`config.mk`:
```
export PLATFORM = sky130hd
export DESIGN_NAME = calendar_date_day_offset_unit
export DESIGN_NICKNAME = d
export VERILOG_FILES = /design/src/rtl/core/cdo_pkg.sv /design/src/rtl/core/cdo_to_serial.sv /design/src/rtl/core/cdo_year_split.sv /design/src/rtl/core/cdo_to_date.sv /design/src/rtl/core/calendar_date_day_offset_unit.sv
export SDC_FILE = /design/constraint.sdc
export NUM_CORES = 1
export LEC_CHECK = 0
export BUFFER_PORTS_ARGS = -buffer_cell sky130_fd_sc_hd__clkbuf_2
export CORE_MARGIN = 4
export CORE_UTILIZATION = 55
export DETAILED_ROUTE_END_ITERATION = 6
export PLACE_DENSITY = 0.83
export REMOVE_ABC_BUFFERS = 1
export SLEW_MARGIN = 20
export SYNTH_ARGS = -nofsm -noshare
export SYNTH_HDL_FRONTEND = slang
export SYNTH_HIERARCHICAL = 1
export SYNTH_SLANG_ARGS = --single-unit
```
`constraint.sdc`:
```
create_clock -name clock -period 7 [get_ports clock]
set_clock_uncertainty 0.15 [all_clocks]
set_input_delay 1.4 -clock clock [delete_from_list [all_inputs] [get_ports clock]]
set_output_delay 1.4 -clock clock [all_outputs]
set_load 0.05 [all_outputs]
```
`src/rtl/core/cdo_pkg.sv`:
```
// shared widths, constants, types and calendar tables for the date offset unit
`timescale 1ns / 1ps

package cdo_pkg;

   // default year window
   localparam int FIRST_YEAR_DEF = 2000;
   localparam int LAST_YEAR_DEF  = 2030;

   // port field widths
   localparam int YEAR_W       = 11;
   localparam int MONTH_W      = 4;
   localparam int DAY_W        = 5;
   localparam int OFF_W        = 15;
   localparam int SERIAL_OUT_W = 14;

   // internal widths, sized for a window of at most 100 years
   localparam int DIFF_W = 7;   // year minus first year
   localparam int DOY_W  = 9;   // day of year
   localparam int SER_W  = 16;  // serial inside the window
   localparam int SUM_W  = 18;  // signed serial plus offset
   localparam int GRP_W  = 11;  // day within a four year group
   localparam int Q_W    = 5;   // four year group number
   localparam int YO_W   = 2;   // year within a group

   // calendar constants
   localparam int DAYS_PER_YEAR  = 365;
   localparam int DAYS_PER_GROUP = 4 * DAYS_PER_YEAR + 1;
   localparam int YEAR1_START    = DAYS_PER_YEAR + 1;
   localparam int YEAR2_START    = YEAR1_START + DAYS_PER_YEAR;
   localparam int YEAR3_START    = YEAR2_START + DAYS_PER_YEAR;

   // reciprocal of the group length, floor so the estimate never overshoots
   localparam int RECIP_SHIFT = 22;
   localparam int RECIP_W     = 12;
   localparam int RECIP       = (1 << RECIP_SHIFT) / DAYS_PER_GROUP;
   localparam int PROD_W      = SER_W + RECIP_W;

   localparam logic [MONTH_W-1:0] MONTH_JAN = 4'd1;
   localparam logic [MONTH_W-1:0] MONTH_FEB = 4'd2;
   localparam logic [MONTH_W-1:0] MONTH_DEC = 4'd12;

   // stage 2 to stage 3 handoff
   typedef struct packed {
      logic             input_valid;
      logic             in_range;
      logic [SER_W-1:0] serial;
      logic [SER_W-1:0] rem;
   } serial_type;

   // stage 4 to stage 5 handoff
   typedef struct packed {
      logic             input_valid;
      logic             in_range;
      logic [SER_W-1:0] serial;
      logic [Q_W-1:0]   grp;
      logic [GRP_W-1:0] grp_day;
   } split_type;

   // month length, month must be 1..12 to be meaningful
   function automatic logic [DAY_W-1:0] month_len(input logic [MONTH_W-1:0] m,
                                                  input logic leap);
      logic [DAY_W-1:0] n;
      unique case (m)
         4'd2:                      n = leap ? 5'd29 : 5'd28;
         4'd4, 4'd6, 4'd9, 4'd11:   n = 5'd30;
         default:                   n = 5'd31;
      endcase
      return n;
   endfunction

   // days in the year before the first of month m
   function automatic logic [DOY_W-1:0] days_before(input logic [MONTH_W-1:0] m,
                                                    input logic leap);
      logic [DOY_W-1:0] n;
      unique case (m)
         4'd2:    n = 9'd31;
         4'd3:    n = 9'd59;
         4'd4:    n = 9'd90;
         4'd5:    n = 9'd120;
         4'd6:    n = 9'd151;
         4'd7:    n = 9'd181;
         4'd8:    n = 9'd212;
         4'd9:    n = 9'd243;
         4'd10:   n = 9'd273;
         4'd11:   n = 9'd304;
         4'd12:   n = 9'd334;
         default: n = 9'd0;
      endcase
      if (leap && m > MONTH_FEB && m <= MONTH_DEC) begin
         n = n + 9'd1;
      end
      return n;
   endfunction

endpackage

```
`src/rtl/core/cdo_to_serial.sv`:
```
// stages 1 and 2: date check and conversion of date plus offset to a serial
`timescale 1ns / 1ps

module cdo_to_serial #(
   parameter int FIRST_YEAR = cdo_pkg::FIRST_YEAR_DEF,
   parameter int LAST_YEAR  = cdo_pkg::LAST_YEAR_DEF
) (
   input  logic                             clock,
   input  logic                             reset,
   input  logic                             in_valid,
   output logic                             in_ready,
   input  logic [cdo_pkg::YEAR_W-1:0]       in_year,
   input  logic [cdo_pkg::MONTH_W-1:0]      in_month,
   input  logic [cdo_pkg::DAY_W-1:0]        in_day,
   input  logic signed [cdo_pkg::OFF_W-1:0] day_offset,
   output logic                             out_valid,
   input  logic                             out_ready,
   output cdo_pkg::serial_type              out_data
);

   localparam int LAST_DIFF   = LAST_YEAR - FIRST_YEAR;
   localparam int LAST_SERIAL = LAST_DIFF * cdo_pkg::DAYS_PER_YEAR + (LAST_DIFF + 3) / 4
                                + cdo_pkg::DAYS_PER_YEAR + ((LAST_DIFF % 4 == 0) ? 1 : 0);

   logic s1_en, s2_en;
   logic s1_v_ff, s1_v_in, s2_v_ff, s2_v_in;

   // stage 1 payload
   logic                               s1_ok_ff, s1_ok_in;
   logic [cdo_pkg::DIFF_W-1:0]         s1_diff_ff, s1_diff_in;
   logic [cdo_pkg::DOY_W-1:0]          s1_doy_ff, s1_doy_in;
   logic signed [cdo_pkg::OFF_W-1:0]   s1_off_ff, s1_off_in;

   cdo_pkg::serial_type s2_ff, s2_in;

   logic                       year_ok, month_ok, leap;
   logic [cdo_pkg::YEAR_W-1:0] diff_full;
   logic [cdo_pkg::SER_W-1:0]  ybase;
   logic signed [cdo_pkg::SUM_W-1:0] sum;
   logic                       in_range;

   assign s2_en     = !s2_v_ff || out_ready;
   assign s1_en     = !s1_v_ff || s2_en;
   assign in_ready  = s1_en;
   assign out_valid = s2_v_ff;
   assign out_data  = s2_ff;

   assign s1_v_in = s1_en ? in_valid : s1_v_ff;
   assign s2_v_in = s2_en ? s1_v_ff : s2_v_ff;

   // stage 1: validity and day of year
   always_comb begin
      // window bounds may lie above what the year field can hold
      year_ok   = int'(in_year) >= FIRST_YEAR &&
                  int'(in_year) <= LAST_YEAR;
      month_ok  = in_month >= cdo_pkg::MONTH_JAN && in_month <= cdo_pkg::MONTH_DEC;
      diff_full = in_year - cdo_pkg::YEAR_W'(FIRST_YEAR);
      leap      = diff_full[1:0] == 2'd0;
      s1_ok_in   = year_ok && month_ok && in_day != '0 &&
                   in_day <= cdo_pkg::month_len(in_month, leap);
      s1_diff_in = diff_full[cdo_pkg::DIFF_W-1:0];
      s1_doy_in  = cdo_pkg::days_before(in_month, leap) +
                   cdo_pkg::DOY_W'(in_day);
      s1_off_in  = day_offset;
   end

   // stage 2: year base plus day of year plus offset, window check
   always_comb begin
      ybase = cdo_pkg::SER_W'(s1_diff_ff) * cdo_pkg::SER_W'(cdo_pkg::DAYS_PER_YEAR)
              + cdo_pkg::SER_W'((cdo_pkg::SER_W'(s1_diff_ff) + 16'd3) >> 2);
      sum   = $signed({2'b00, ybase})
              + $signed({{(cdo_pkg::SUM_W - cdo_pkg::DOY_W){1'b0}}, s1_doy_ff})
              + $signed({{(cdo_pkg::SUM_W - cdo_pkg::OFF_W){s1_off_ff[cdo_pkg::OFF_W-1]}},
                         s1_off_ff});
      in_range = s1_ok_ff && sum > 18'sd0 &&
                 sum <= $signed(cdo_pkg::SUM_W'(LAST_SERIAL));
      s2_in.input_valid = s1_ok_ff;
      s2_in.in_range    = in_range;
      s2_in.serial      = in_range ? sum[cdo_pkg::SER_W-1:0] : '0;
      s2_in.rem         = in_range ? sum[cdo_pkg::SER_W-1:0] - 16'd1 : '0;
   end

   always_ff @(posedge clock) begin
      if (reset) begin
         s1_v_ff <= 1'b0;
         s2_v_ff <= 1'b0;
      end else begin
         s1_v_ff <= s1_v_in;
         s2_v_ff <= s2_v_in;
      end
   end

   always_ff @(posedge clock) begin
      if (s1_en) begin
         s1_ok_ff   <= s1_ok_in;
         s1_diff_ff <= s1_diff_in;
         s1_doy_ff  <= s1_doy_in;
         s1_off_ff  <= s1_off_in;
      end
      if (s2_en) begin
         s2_ff <= s2_in;
      end
   end

endmodule

```
`src/rtl/core/cdo_year_split.sv`:
```
// stages 3 and 4: split the zero based serial into four year groups
`timescale 1ns / 1ps

module cdo_year_split (
   input  logic                clock,
   input  logic                reset,
   input  logic                in_valid,
   output logic                in_ready,
   input  cdo_pkg::serial_type in_data,
   output logic                out_valid,
   input  logic                out_ready,
   output cdo_pkg::split_type  out_data
);

   logic s3_en, s4_en;
   logic s3_v_ff, s3_v_in, s4_v_ff, s4_v_in;

   cdo_pkg::serial_type         s3_data_ff;
   logic [cdo_pkg::Q_W-1:0]     s3_q_ff, s3_q_in;
   cdo_pkg::split_type          s4_ff, s4_in;

   logic [cdo_pkg::PROD_W-1:0] prod;
   logic [cdo_pkg::SER_W-1:0]  grp_base, r0;

   assign s4_en     = !s4_v_ff || out_ready;
   assign s3_en     = !s3_v_ff || s4_en;
   assign in_ready  = s3_en;
   assign out_valid = s4_v_ff;
   assign out_data  = s4_ff;

   assign s3_v_in = s3_en ? in_valid : s3_v_ff;
   assign s4_v_in = s4_en ? s3_v_ff : s4_v_ff;

   // stage 3: group estimate by reciprocal, low by at most one
   always_comb begin
      prod    = cdo_pkg::PROD_W'(in_data.rem) *
                cdo_pkg::PROD_W'(cdo_pkg::RECIP);
      s3_q_in = prod[cdo_pkg::RECIP_SHIFT +: cdo_pkg::Q_W];
   end

   // stage 4: remainder and one correction step
   always_comb begin
      grp_base = cdo_pkg::SER_W'(s3_q_ff) * cdo_pkg::SER_W'(cdo_pkg::DAYS_PER_GROUP);
      r0       = s3_data_ff.rem - grp_base;
      s4_in.input_valid = s3_data_ff.input_valid;
      s4_in.in_range    = s3_data_ff.in_range;
      s4_in.serial      = s3_data_ff.serial;
      if (r0 >= cdo_pkg::SER_W'(cdo_pkg::DAYS_PER_GROUP)) begin
         s4_in.grp     = s3_q_ff + 5'd1;
         s4_in.grp_day = cdo_pkg::GRP_W'(r0 - cdo_pkg::SER_W'(cdo_pkg::DAYS_PER_GROUP));
      end else begin
         s4_in.grp     = s3_q_ff;
         s4_in.grp_day = r0[cdo_pkg::GRP_W-1:0];
      end
   end

   always_ff @(posedge clock) begin
      if (reset) begin
         s3_v_ff <= 1'b0;
         s4_v_ff <= 1'b0;
      end else begin
         s3_v_ff <= s3_v_in;
         s4_v_ff <= s4_v_in;
      end
   end

   always_ff @(posedge clock) begin
      if (s3_en) begin
         s3_data_ff <= in_data;
         s3_q_ff    <= s3_q_in;
      end
      if (s4_en) begin
         s4_ff <= s4_in;
      end
   end

endmodule

```
`src/rtl/core/cdo_to_date.sv`:
```
// stages 5 and 6: year within group, then month and day; stage 6 is the output register
`timescale 1ns / 1ps

module cdo_to_date #(
   parameter int FIRST_YEAR = cdo_pkg::FIRST_YEAR_DEF
) (
   input  logic                                clock,
   input  logic                                reset,
   input  logic                                in_valid,
   output logic                                in_ready,
   input  cdo_pkg::split_type                  in_data,
   output logic                                out_valid,
   input  logic                                out_ready,
   output logic                                input_valid,
   output logic                                result_in_range,
   output logic [cdo_pkg::YEAR_W-1:0]          out_year,
   output logic [cdo_pkg::MONTH_W-1:0]         out_month,
   output logic [cdo_pkg::DAY_W-1:0]           out_day,
   output logic [cdo_pkg::SERIAL_OUT_W-1:0]    day_serial
);

   logic s5_en, s6_en;
   logic s5_v_ff, s5_v_in, s6_v_ff, s6_v_in;

   // stage 5 payload
   logic                          s5_ok_ff, s5_range_ff;
   logic [cdo_pkg::SER_W-1:0]     s5_serial_ff;
   logic [cdo_pkg::DIFF_W-1:0]    s5_ydiff_ff, s5_ydiff_in;
   logic [cdo_pkg::DOY_W-1:0]     s5_doy_ff, s5_doy_in;
   logic                          s5_leap_ff, s5_leap_in;

   // stage 6 payload, drives the result ports
   logic                              s6_ok_ff, s6_ok_in;
   logic                              s6_range_ff, s6_range_in;
   logic [cdo_pkg::YEAR_W-1:0]        s6_year_ff, s6_year_in;
   logic [cdo_pkg::MONTH_W-1:0]       s6_month_ff, s6_month_in;
   logic [cdo_pkg::DAY_W-1:0]         s6_day_ff, s6_day_in;
   logic [cdo_pkg::SERIAL_OUT_W-1:0]  s6_serial_ff, s6_serial_in;

   logic [cdo_pkg::YO_W-1:0]    yo;
   logic [cdo_pkg::GRP_W-1:0]   ystart;
   logic [cdo_pkg::MONTH_W-1:0] mon;
   logic [cdo_pkg::DOY_W-1:0]   dom;

   assign s6_en     = !s6_v_ff || out_ready;
   assign s5_en     = !s5_v_ff || s6_en;
   assign in_ready  = s5_en;
   assign out_valid = s6_v_ff;

   assign s5_v_in = s5_en ? in_valid : s5_v_ff;
   assign s6_v_in = s6_en ? s5_v_ff : s6_v_ff;

   assign input_valid     = s6_ok_ff;
   assign result_in_range = s6_range_ff;
   assign out_year        = s6_year_ff;
   assign out_month       = s6_month_ff;
   assign out_day         = s6_day_ff;
   assign day_serial      = s6_serial_ff;

   // stage 5: the leap year opens each group
   always_comb begin
      if (in_data.grp_day < cdo_pkg::GRP_W'(cdo_pkg::YEAR1_START)) begin
         yo     = 2'd0;
         ystart = '0;
      end else if (in_data.grp_day < cdo_pkg::GRP_W'(cdo_pkg::YEAR2_START)) begin
         yo     = 2'd1;
         ystart = cdo_pkg::GRP_W'(cdo_pkg::YEAR1_START);
      end else if (in_data.grp_day < cdo_pkg::GRP_W'(cdo_pkg::YEAR3_START)) begin
         yo     = 2'd2;
         ystart = cdo_pkg::GRP_W'(cdo_pkg::YEAR2_START);
      end else begin
         yo     = 2'd3;
         ystart = cdo_pkg::GRP_W'(cdo_pkg::YEAR3_START);
      end
      s5_ydiff_in = {in_data.grp, yo};
      s5_doy_in   = cdo_pkg::DOY_W'(in_data.grp_day - ystart);
      s5_leap_in  = yo == 2'd0;
   end

   // stage 6: month by compare against the month starts
   always_comb begin
      mon = cdo_pkg::MONTH_JAN;
      for (int k = 2; k <= 12; k++) begin
         if (s5_doy_ff >= cdo_pkg::days_before(cdo_pkg::MONTH_W'(k), s5_leap_ff)) begin
            mon = cdo_pkg::MONTH_W'(k);
         end
      end
      dom = s5_doy_ff - cdo_pkg::days_before(mon, s5_leap_ff) + 9'd1;
      s6_ok_in    = s5_ok_ff;
      s6_range_in = s5_range_ff;
      if (s5_range_ff) begin
         s6_year_in   = cdo_pkg::YEAR_W'(FIRST_YEAR) + cdo_pkg::YEAR_W'(s5_ydiff_ff);
         s6_month_in  = mon;
         s6_day_in    = dom[cdo_pkg::DAY_W-1:0];
         s6_serial_in = s5_serial_ff[cdo_pkg::SERIAL_OUT_W-1:0];
      end else begin
         s6_year_in   = '0;
         s6_month_in  = '0;
         s6_day_in    = '0;
         s6_serial_in = '0;
      end
   end

   always_ff @(posedge clock) begin
      if (reset) begin
         s5_v_ff <= 1'b0;
         s6_v_ff <= 1'b0;
      end else begin
         s5_v_ff <= s5_v_in;
         s6_v_ff <= s6_v_in;
      end
   end

   always_ff @(posedge clock) begin
      if (s5_en) begin
         s5_ok_ff     <= in_data.input_valid;
         s5_range_ff  <= in_data.in_range;
         s5_serial_ff <= in_data.serial;
         s5_ydiff_ff  <= s5_ydiff_in;
         s5_doy_ff    <= s5_doy_in;
         s5_leap_ff   <= s5_leap_in;
      end
      if (s6_en) begin
         s6_ok_ff     <= s6_ok_in;
         s6_range_ff  <= s6_range_in;
         s6_year_ff   <= s6_year_in;
         s6_month_ff  <= s6_month_in;
         s6_day_ff    <= s6_day_in;
         s6_serial_ff <= s6_serial_in;
      end
   end

endmodule

```
`src/rtl/core/calendar_date_day_offset_unit.sv`:
```
// top level of the calendar date offset unit: six stage pipeline
`timescale 1ns / 1ps

// Usage:
// A request on the req_ channel carries a start date (year, month, day) and a
// signed day offset. The rsp_ channel returns one response per request, in
// order: whether the start date was a real date inside the year window,
// whether the shifted date lies inside the window, and the shifted date with
// its day serial (January 1 of the first year is day 1). Fields other than
// the two flags read zero when either flag is low.
// A request is registered by each stage in turn, and its response is valid once
// it reaches the output register; one request is taken every cycle unless a
// stalled receiver has filled the pipe. The stages are: date check, serial
// plus offset, reciprocal estimate of the four year group, group correction,
// year within group, month and day (the output register).
// Each stage holds a valid bit and moves when the stage after it is empty or
// moving, so a stalled receiver holds the response in the output register
// while upstream stages keep filling until the pipe is full. Nothing is lost
// or repeated. Reset empties all stages; there is no state beyond the pipe.
module calendar_date_day_offset_unit #(
   parameter int FIRST_YEAR = cdo_pkg::FIRST_YEAR_DEF,
   parameter int LAST_YEAR  = cdo_pkg::LAST_YEAR_DEF
) (
   input  logic                              clock,
   input  logic                              reset,
   input  logic                              req_valid,
   output logic                              req_ready,
   input  logic [cdo_pkg::YEAR_W-1:0]        req_in_year,
   input  logic [cdo_pkg::MONTH_W-1:0]       req_in_month,
   input  logic [cdo_pkg::DAY_W-1:0]         req_in_day,
   input  logic signed [cdo_pkg::OFF_W-1:0]  req_day_offset,
   output logic                              rsp_valid,
   input  logic                              rsp_ready,
   output logic                              rsp_input_valid,
   output logic                              rsp_result_in_range,
   output logic [cdo_pkg::YEAR_W-1:0]        rsp_out_year,
   output logic [cdo_pkg::MONTH_W-1:0]       rsp_out_month,
   output logic [cdo_pkg::DAY_W-1:0]         rsp_out_day,
   output logic [cdo_pkg::SERIAL_OUT_W-1:0]  rsp_day_serial
);

   logic                ser_valid, ser_ready;
   cdo_pkg::serial_type ser_data;
   logic                spl_valid, spl_ready;
   cdo_pkg::split_type  spl_data;

   cdo_to_serial #(
      .FIRST_YEAR (FIRST_YEAR),
      .LAST_YEAR  (LAST_YEAR)
   ) u_to_serial (
      .clock      (clock),
      .reset      (reset),
      .in_valid   (req_valid),
      .in_ready   (req_ready),
      .in_year    (req_in_year),
      .in_month   (req_in_month),
      .in_day     (req_in_day),
      .day_offset (req_day_offset),
      .out_valid  (ser_valid),
      .out_ready  (ser_ready),
      .out_data   (ser_data)
   );

   cdo_year_split u_year_split (
      .clock     (clock),
      .reset     (reset),
      .in_valid  (ser_valid),
      .in_ready  (ser_ready),
      .in_data   (ser_data),
      .out_valid (spl_valid),
      .out_ready (spl_ready),
      .out_data  (spl_data)
   );

   cdo_to_date #(
      .FIRST_YEAR (FIRST_YEAR)
   ) u_to_date (
      .clock           (clock),
      .reset           (reset),
      .in_valid        (spl_valid),
      .in_ready        (spl_ready),
      .in_data         (spl_data),
      .out_valid       (rsp_valid),
      .out_ready       (rsp_ready),
      .input_valid     (rsp_input_valid),
      .result_in_range (rsp_result_in_range),
      .out_year        (rsp_out_year),
      .out_month       (rsp_out_month),
      .out_day         (rsp_out_day),
      .day_serial      (rsp_day_serial)
   );

endmodule
```
# --- Word level (Yosys, flattened, before mapping) ---
# Memory sizes are Yosys's and may differ from the RTL's.
# Index checks and enable logic that the tools add are counted.
totals:
  register_bits: 208
  mem_bits_ro: 288
  in_bits: 39
  out_inout_bits: 38
  wordCells: 146
  n_memories: 2
op_classes:
  add_sub_neg: 16
  n_mul: 3
  n_lt_le_gt_ge: 25
  n_eq_ne: 5
  mux: 32
  n_reduce_logical: 27
memory_table:
  columns: ["memory", "words", "width", "rd", "rd_ports_with_merged_regs", "write_ports", "line_no", "source"]
  rows:
  - ["(no name shown)", 16, 9, 1, 0, 0, "cdo_pkg.sv:76", "unique case (m)"]
  - ["(no name shown)", 16, 9, 1, 0, 0, "cdo_pkg.sv:76", null]
op_table:
  columns: ["operator", "n"]
  rows:
  - ["two-way mux 4 bit", 11]
  - [">= comparator 9 x 8 -> 1 bit", 4]
  - [">= comparator 9 bit", 3]
  - ["two-way mux 9 bit", 3]
  - ["multiplier 16 x 11 -> 26 bit (second input constant)", 1]
  - ["adder 18 x 15 -> 18 bit", 1]
  - [">= comparator 9 x 7 -> 1 bit", 2]
  - ["greater-than comparator 18 x 1 -> 1 bit (second input constant)", 1]
  - ["less-or-equal comparator 18 x 15 -> 1 bit (second input constant)", 1]
  - ["adder 16 x 9 -> 17 bit", 1]
  - ["adder 16 x 14 -> 16 bit", 1]
  - [">= comparator 16 x 11 -> 1 bit (second input constant)", 1]
  - ["multiplier 5 x 11 -> 16 bit (second input constant)", 1]
  - ["multiplier 7 x 9 -> 16 bit (second input constant)", 1]
  - ["two-way mux 16 bit", 1]
  - ["subtractor 16 x 1 -> 16 bit (second input constant)", 1]
  - ["subtractor 16 bit", 1]
  - ["adder 5 x 1 -> 5 bit (second input constant)", 3]
  - [">= comparator 11 bit (second input constant)", 1]
  - ["less-or-equal comparator 11 bit (second input constant)", 1]
  - ["logical AND 1 bit", 11]
  - ["less-than comparator 11 x 10 -> 1 bit (second input constant)", 1]
  - ["less-than comparator 11 bit (second input constant)", 1]
  - ["less-than comparator 11 x 9 -> 1 bit (second input constant)", 1]
  - ["28 further kinds", 54]

# --- Depth between registers and ports, before layout ---
logic_depth:
  depth_word: 18
  ltp_mapped: 33
  mapped_depth_nobuf: 31

# --- By module ---
# Netlist, hierarchy kept.
by_module_without_submodules:
  columns: ["mod", "n_inst", "cells_per_inst", "area_per_inst_um2", "seq_area_each_um2"]
  rows:
  - ["cdo_year_split", 1, 724, 7848.8, 2232.1]
  - ["cdo_to_serial", 1, 663, 6522.5, 2021.9]
  - ["cdo_to_date", 1, 303, 3738.6, 2052.0]

# --- Worst setup path before layout ---
# No wires, ideal clock.
synth_timing:
  path_type: "register to register"
  startpoint: "reg u_to_serial/s1_diff_ff[1] (netlist name)"
  endpoint: "reg u_to_serial.s2_ff, in the netlist u_to_serial/out_data[13] (data pin)"
  setup_time_ns: 0.140
  arrival_time_ns: 6.868
  required_time_ns: 6.710
  setup_slack_ns: -0.157
  path_stages_with_launch: 29
  path_buffers: 1
  synth_period_minus_slack_ns: 7.157
  cell_sequence: "edfxtp_1 ha_1 a21oi_1 nor3_1 fa_1 inv_1 fa_1 fa_1 inv_1 ha_1 o21ai_0 o21bai_1 a21oi_1 xnor2_1 ha_1 nand2_1 o41ai_1 nand3_1 xnor2_1 ha_1 a21o_1 a22o_1 or3_1 o211a_1 o21bai_1 a2111oi_4 o311ai_4 buf_6 nor2_1"
synth_via:
  elab_chain_len: 7
  word_cells_on_any_way: 10
  classes_between: "add/sub: 5; mul: 1; order compare: 2; reduce/logical: 2"
synth_rtl:
  columns: ["element", "line_no", "source"]
  rows:
  - ["from (decl)", "cdo_to_serial.sv:30", "logic [cdo_pkg::DIFF_W-1:0] s1_diff_ff, s1_diff_in;"]
  - ["from (signal assigned)", "cdo_to_serial.sv:96", "s1_diff_ff <= s1_diff_in;"]
  - ["multiplier 7 x 9 -> 16 bit / adder 7 x 2 -> 8 bit (equally long branches)", "cdo_to_serial.sv:69, cdo_to_serial.sv:70", null]
  - ["adder 16 x 14 -> 16 bit *", "cdo_to_serial.sv:70", "+ cdo_pkg::SER_W'((cdo_pkg::SER_W'(s1_diff_ff) + 16'd3) >> 2);"]
  - ["adder 16 x 9 -> 17 bit *", "cdo_to_serial.sv:72", "+ $signed({{(cdo_pkg::SUM_W - cdo_pkg::DOY_W){1'b0}}, s1_doy_ff})"]
  - ["adder 18 x 15 -> 18 bit *", "cdo_to_serial.sv:73", "+ $signed({{(cdo_pkg::SUM_W - cdo_pkg::OFF_W){s1_off_ff[cdo_pkg::OFF_W-1]}},"]
  - ["greater-than comparator 18 x 1 -> 1 bit", "cdo_to_serial.sv:75", "in_range = s1_ok_ff && sum > 18'sd0 &&"]
  - ["logical AND 1 bit (2 in a row)", "cdo_to_serial.sv:75", null]
  - ["to (signal assigned)", "cdo_to_serial.sv:101", "s2_ff <= s2_in;"]
  - ["to (decl)", "cdo_to_serial.sv:34", "cdo_pkg::serial_type s2_ff, s2_in;"]
# Every way passes the cells marked *; elsewhere a longest branch is shown, timed or not.
# A chain may end at the register's enable or synchronous reset.

# --- Worst setup path in the final report ---
layout_timing:
  startpoint: "reg u_to_serial/s1_diff_ff[2] (netlist name)"
  endpoint: "reg u_to_serial.s2_ff, in the netlist u_to_serial/out_data[11] (data pin)"
# The elaborated chain is that of the path after synthesis.

==> Implementation_results.wiki <==
{| class="wikitable"
! Metric !! Value
|-
| Clock sinks || about 210
|-
| Share of post-route cells with drive strength above 1 || 0.1557
|-
| CTS hold repair buffers || 0
|-
| Path type of the worst min-delay path || reg -> reg
|-
| Transition at the pin with the smallest max-transition slack || 0.7971 ns
|-
| Max-cap check violation count || 0
|-
| Total via count in the routed design || between 10,000 and 15,000
|-
| Layout Area Growth over Synthesis || 13.35%
|-
| Worst-path clk slew || about 0.060 ns
|-
| Cell Area, Synth || 0.01793 mm²
|-
| Crit Path Max Fanout || 7
|-
| RSZ-0062 raised after global routing || true
|-
| Number of max-slew violations in the final report || 0
|-
| Shortest period the worst path allows || 7.207 ns
|-
| Area enclosed by the die boundary || 0.03555 mm²
|-
| Diodes inserted || 0
|-
| Overall fraction of global-route tracks in use || 0.2107
|-
| DRC errors left || 0
|-
| Length of the first detailed-routing pass in iterations || 5
|-
| Via count of the first global-routing pass || 13,290
|-
| Non-filler cells in the finished layout || 2,259
|-
| Crit path required time || just over 7 ns
|-
| Final setup violating endpoints || 27
|-
| Clock tree from TritonCTS || built
|-
| Setup crit start kind || flip-flop
|-
| Maximum operating frequency || 0.1388 GHz
|-
| Deepest clock path buffer count || 3
|-
| Multi-input combinational cell area || 0.01084 mm²
|-
| Die boundary width || ~190 µm
|-
| Number of I/O port buffers || 76
|-
| Chip Height || ~190 µm
|-
| I/O Pins || 77
|-
| CTS buffer count || 23
|-
| Half-perimeter wire length of the detailed placement result || 28,640 µm
|-
| Total number of placement rows || 65
|-
| H-tree depth || 1
|-
| Gp weighted congestion || 0.9274
|-
| Relative slew margins || 0.4616
|-
| Cells after Synth || 1,684
|-
| Result of the run || complete, but fails checks
|-
| Clock insertion delay at the later pin of the skew report || 0.52 ns
|-
| Hold slack || 0.2599 ns
|-
| Post-detailed-route via-to-cell ratio || 5.727
|-
| Starting utilization of the core area || 0.5624
|-
| Cell count after placement || 2,207
|-
| Kind of capture point of the worst setup path || flip-flop
|-
| Post-route standard cell area excluding fillers || 0.02032 mm²
|-
| Root buf cell || sky130_fd_sc_hd__clkbuf_16
|-
| Arrival time of the worst setup path || 7.33 ns
|-
| YS warnings || 6
|-
| Average detailed-routed wire length per instance || 16.86 µm
|-
| Post-route ant nets || 0
|-
| Final cycle utilization of the critical path || 1.030
|-
| Kind of critical path || reg -> reg
|-
| Post-Route Setup TNS || -4.563 ns
|-
| Final setup slack of the worst path || -0.2070 ns
|-
| Total overflow reported by the global router || 0
|-
| Antenna violations before repair || 0
|-
| Final Net Count || 2,203
|-
| Initial DRC Count || 845
|-
| Placed instance area || 0.01902 mm²
|-
| Area inside the core boundary || about 0.032 mm²
|-
| Critical path's slowest cell || sky130_fd_sc_hd__fa_1
|-
| First-pass GRT wire length || 63,050 µm
|-
| Most common cell type on the critical path || sky130_fd_sc_hd__fa_1
|-
| Endpoints failing hold || 0
|-
| Area taken by flip-flops and latches || 0.006126 mm²
|-
| Pin count of the biggest net entering global routing || 38
|-
| Failing checks || setup timing
|-
| Average cell area after synthesis || 10.65 µm²
|-
| Total wire length || 38,080 µm
|-
| Largest stage delay on the critical path || between 0.5 and 0.6 ns
|-
| Number of fillers in the final layout || 2,367
|}
==> path summary, 6_finish.rpt <==
kind	startpoint	endpoint	slack (ns)	depth (start not counted)
setup / recovery	u_to_serial/s1_diff_ff[2]	u_to_serial/out_data[11]	-0.21	30
setup reg to reg	u_to_serial/s1_diff_ff[2]	u_to_serial/out_data[11]	-0.21	30
hold / removal	u_year_split/out_data[22]	u_to_date/s5_serial_ff[6]	0.26	0
hold reg to reg	u_year_split/out_data[22]	u_to_date/s5_serial_ff[6]	0.26	0
==> per-layer routing <==
| metal | track usage | up-vias | wire length, µm | part of all wire |
|---|---|---|---|---|
| met2 | 0.3832 | 431 | 19470 | 0.51 |
| li1 | - | 6179 | - | - |
| met5 | 0 | - | 0 | 0 |
| met4 | 0.06306 | 0 | 964 | 0.025 |
| met3 | 0.02927 | 83 | 1977 | 0.052 |
| met1 | 0.2616 | 6245 | 15660 | 0.41 |
==> sequential cells by signal, summed over array words and instances (netlist names), 9 cells and up <==
name / flops
u_year_split/out_data: 32
u_to_serial/out_data: 32
u_to_date/s5_serial_ff: 14
u_to_date/day_serial: 14
u_to_serial/s1_off_ff: 15
u_year_split/s3_data_ff: 32
u_to_date/s5_doy_ff: 9
u_to_date/out_year: 9
u_to_serial/s1_doy_ff: 9
==> critical path: cells and delay by family (launching register included) <==
| family | cells | cell delay (ns) |
|---|---|---|
| XOR/XNOR | 2 | 0.39 |
| adder cells (fa/ha/maj) | 7 | 2.64 |
| flip-flops | 1 | 0.45 |
| buffers and inverters | 5 | 0.68 |
| AO/OA/AOI/OAI | 8 | 1.86 |
| AND/OR/NAND/NOR | 8 | 0.80 |
==> placed cells by master (no fill, tap or decap), types with 16 or more instances in the layout <==
cell type,n
sky130_fd_sc_hd__a21o_1,32
sky130_fd_sc_hd__a21oi_1,60
sky130_fd_sc_hd__and2_1,29
sky130_fd_sc_hd__buf_4,52
sky130_fd_sc_hd__clkbuf_16,25
sky130_fd_sc_hd__clkbuf_2,76
sky130_fd_sc_hd__edfxtp_1,200
sky130_fd_sc_hd__fa_1,103
sky130_fd_sc_hd__ha_1,243
sky130_fd_sc_hd__inv_1,302
sky130_fd_sc_hd__nand2_1,49
sky130_fd_sc_hd__nand3_1,22
sky130_fd_sc_hd__nand4_1,23
sky130_fd_sc_hd__nor2_1,83
sky130_fd_sc_hd__nor2b_1,21
sky130_fd_sc_hd__nor3_1,25
sky130_fd_sc_hd__o211ai_1,20
sky130_fd_sc_hd__o21a_1,16
sky130_fd_sc_hd__o21ai_0,42
sky130_fd_sc_hd__xnor2_1,53
sky130_fd_sc_hd__xor2_1,33
==> through the flow <==
stage / setup slack, ns / utilization
final: -0.2070 / 0.6375
after global routing: -0.4522 / 0.6375
after CTS: -0.1859 / 0.6291
after detailed placement: -0.3338 / 0.5965
after global placement: -0.1292 / 0.5965
after floorplan: -0.2114 / -
==> layout make-up <==
| type | count | share of cell area |
|---|---|---|
| sequential | 206 | 0.3014 |
| clock buffer | 24 | 0.02850 |
| multi-input combinational | 1135 | 0.5332 |
| clock inverter | 16 | 0.009974 |
| inverter | 309 | 0.05707 |
| timing repair buffer | 134 | 0.04303 |
| tap | 435 | 0.02678 |
==> what timing repair did <==
item                                    4_1_cts  5_1_grt
buffers inserted                              8        1
resized for setup                            37       58
hold endpoints to repair                      0        0
endpoints found under the setup margin       30       30
pin swaps                                    24       25
gates cloned                                  2        1
Power is left out: the tool's default activity adds up to more than one toggle a clock period on the data nets, which glitch-free logic cannot reach.
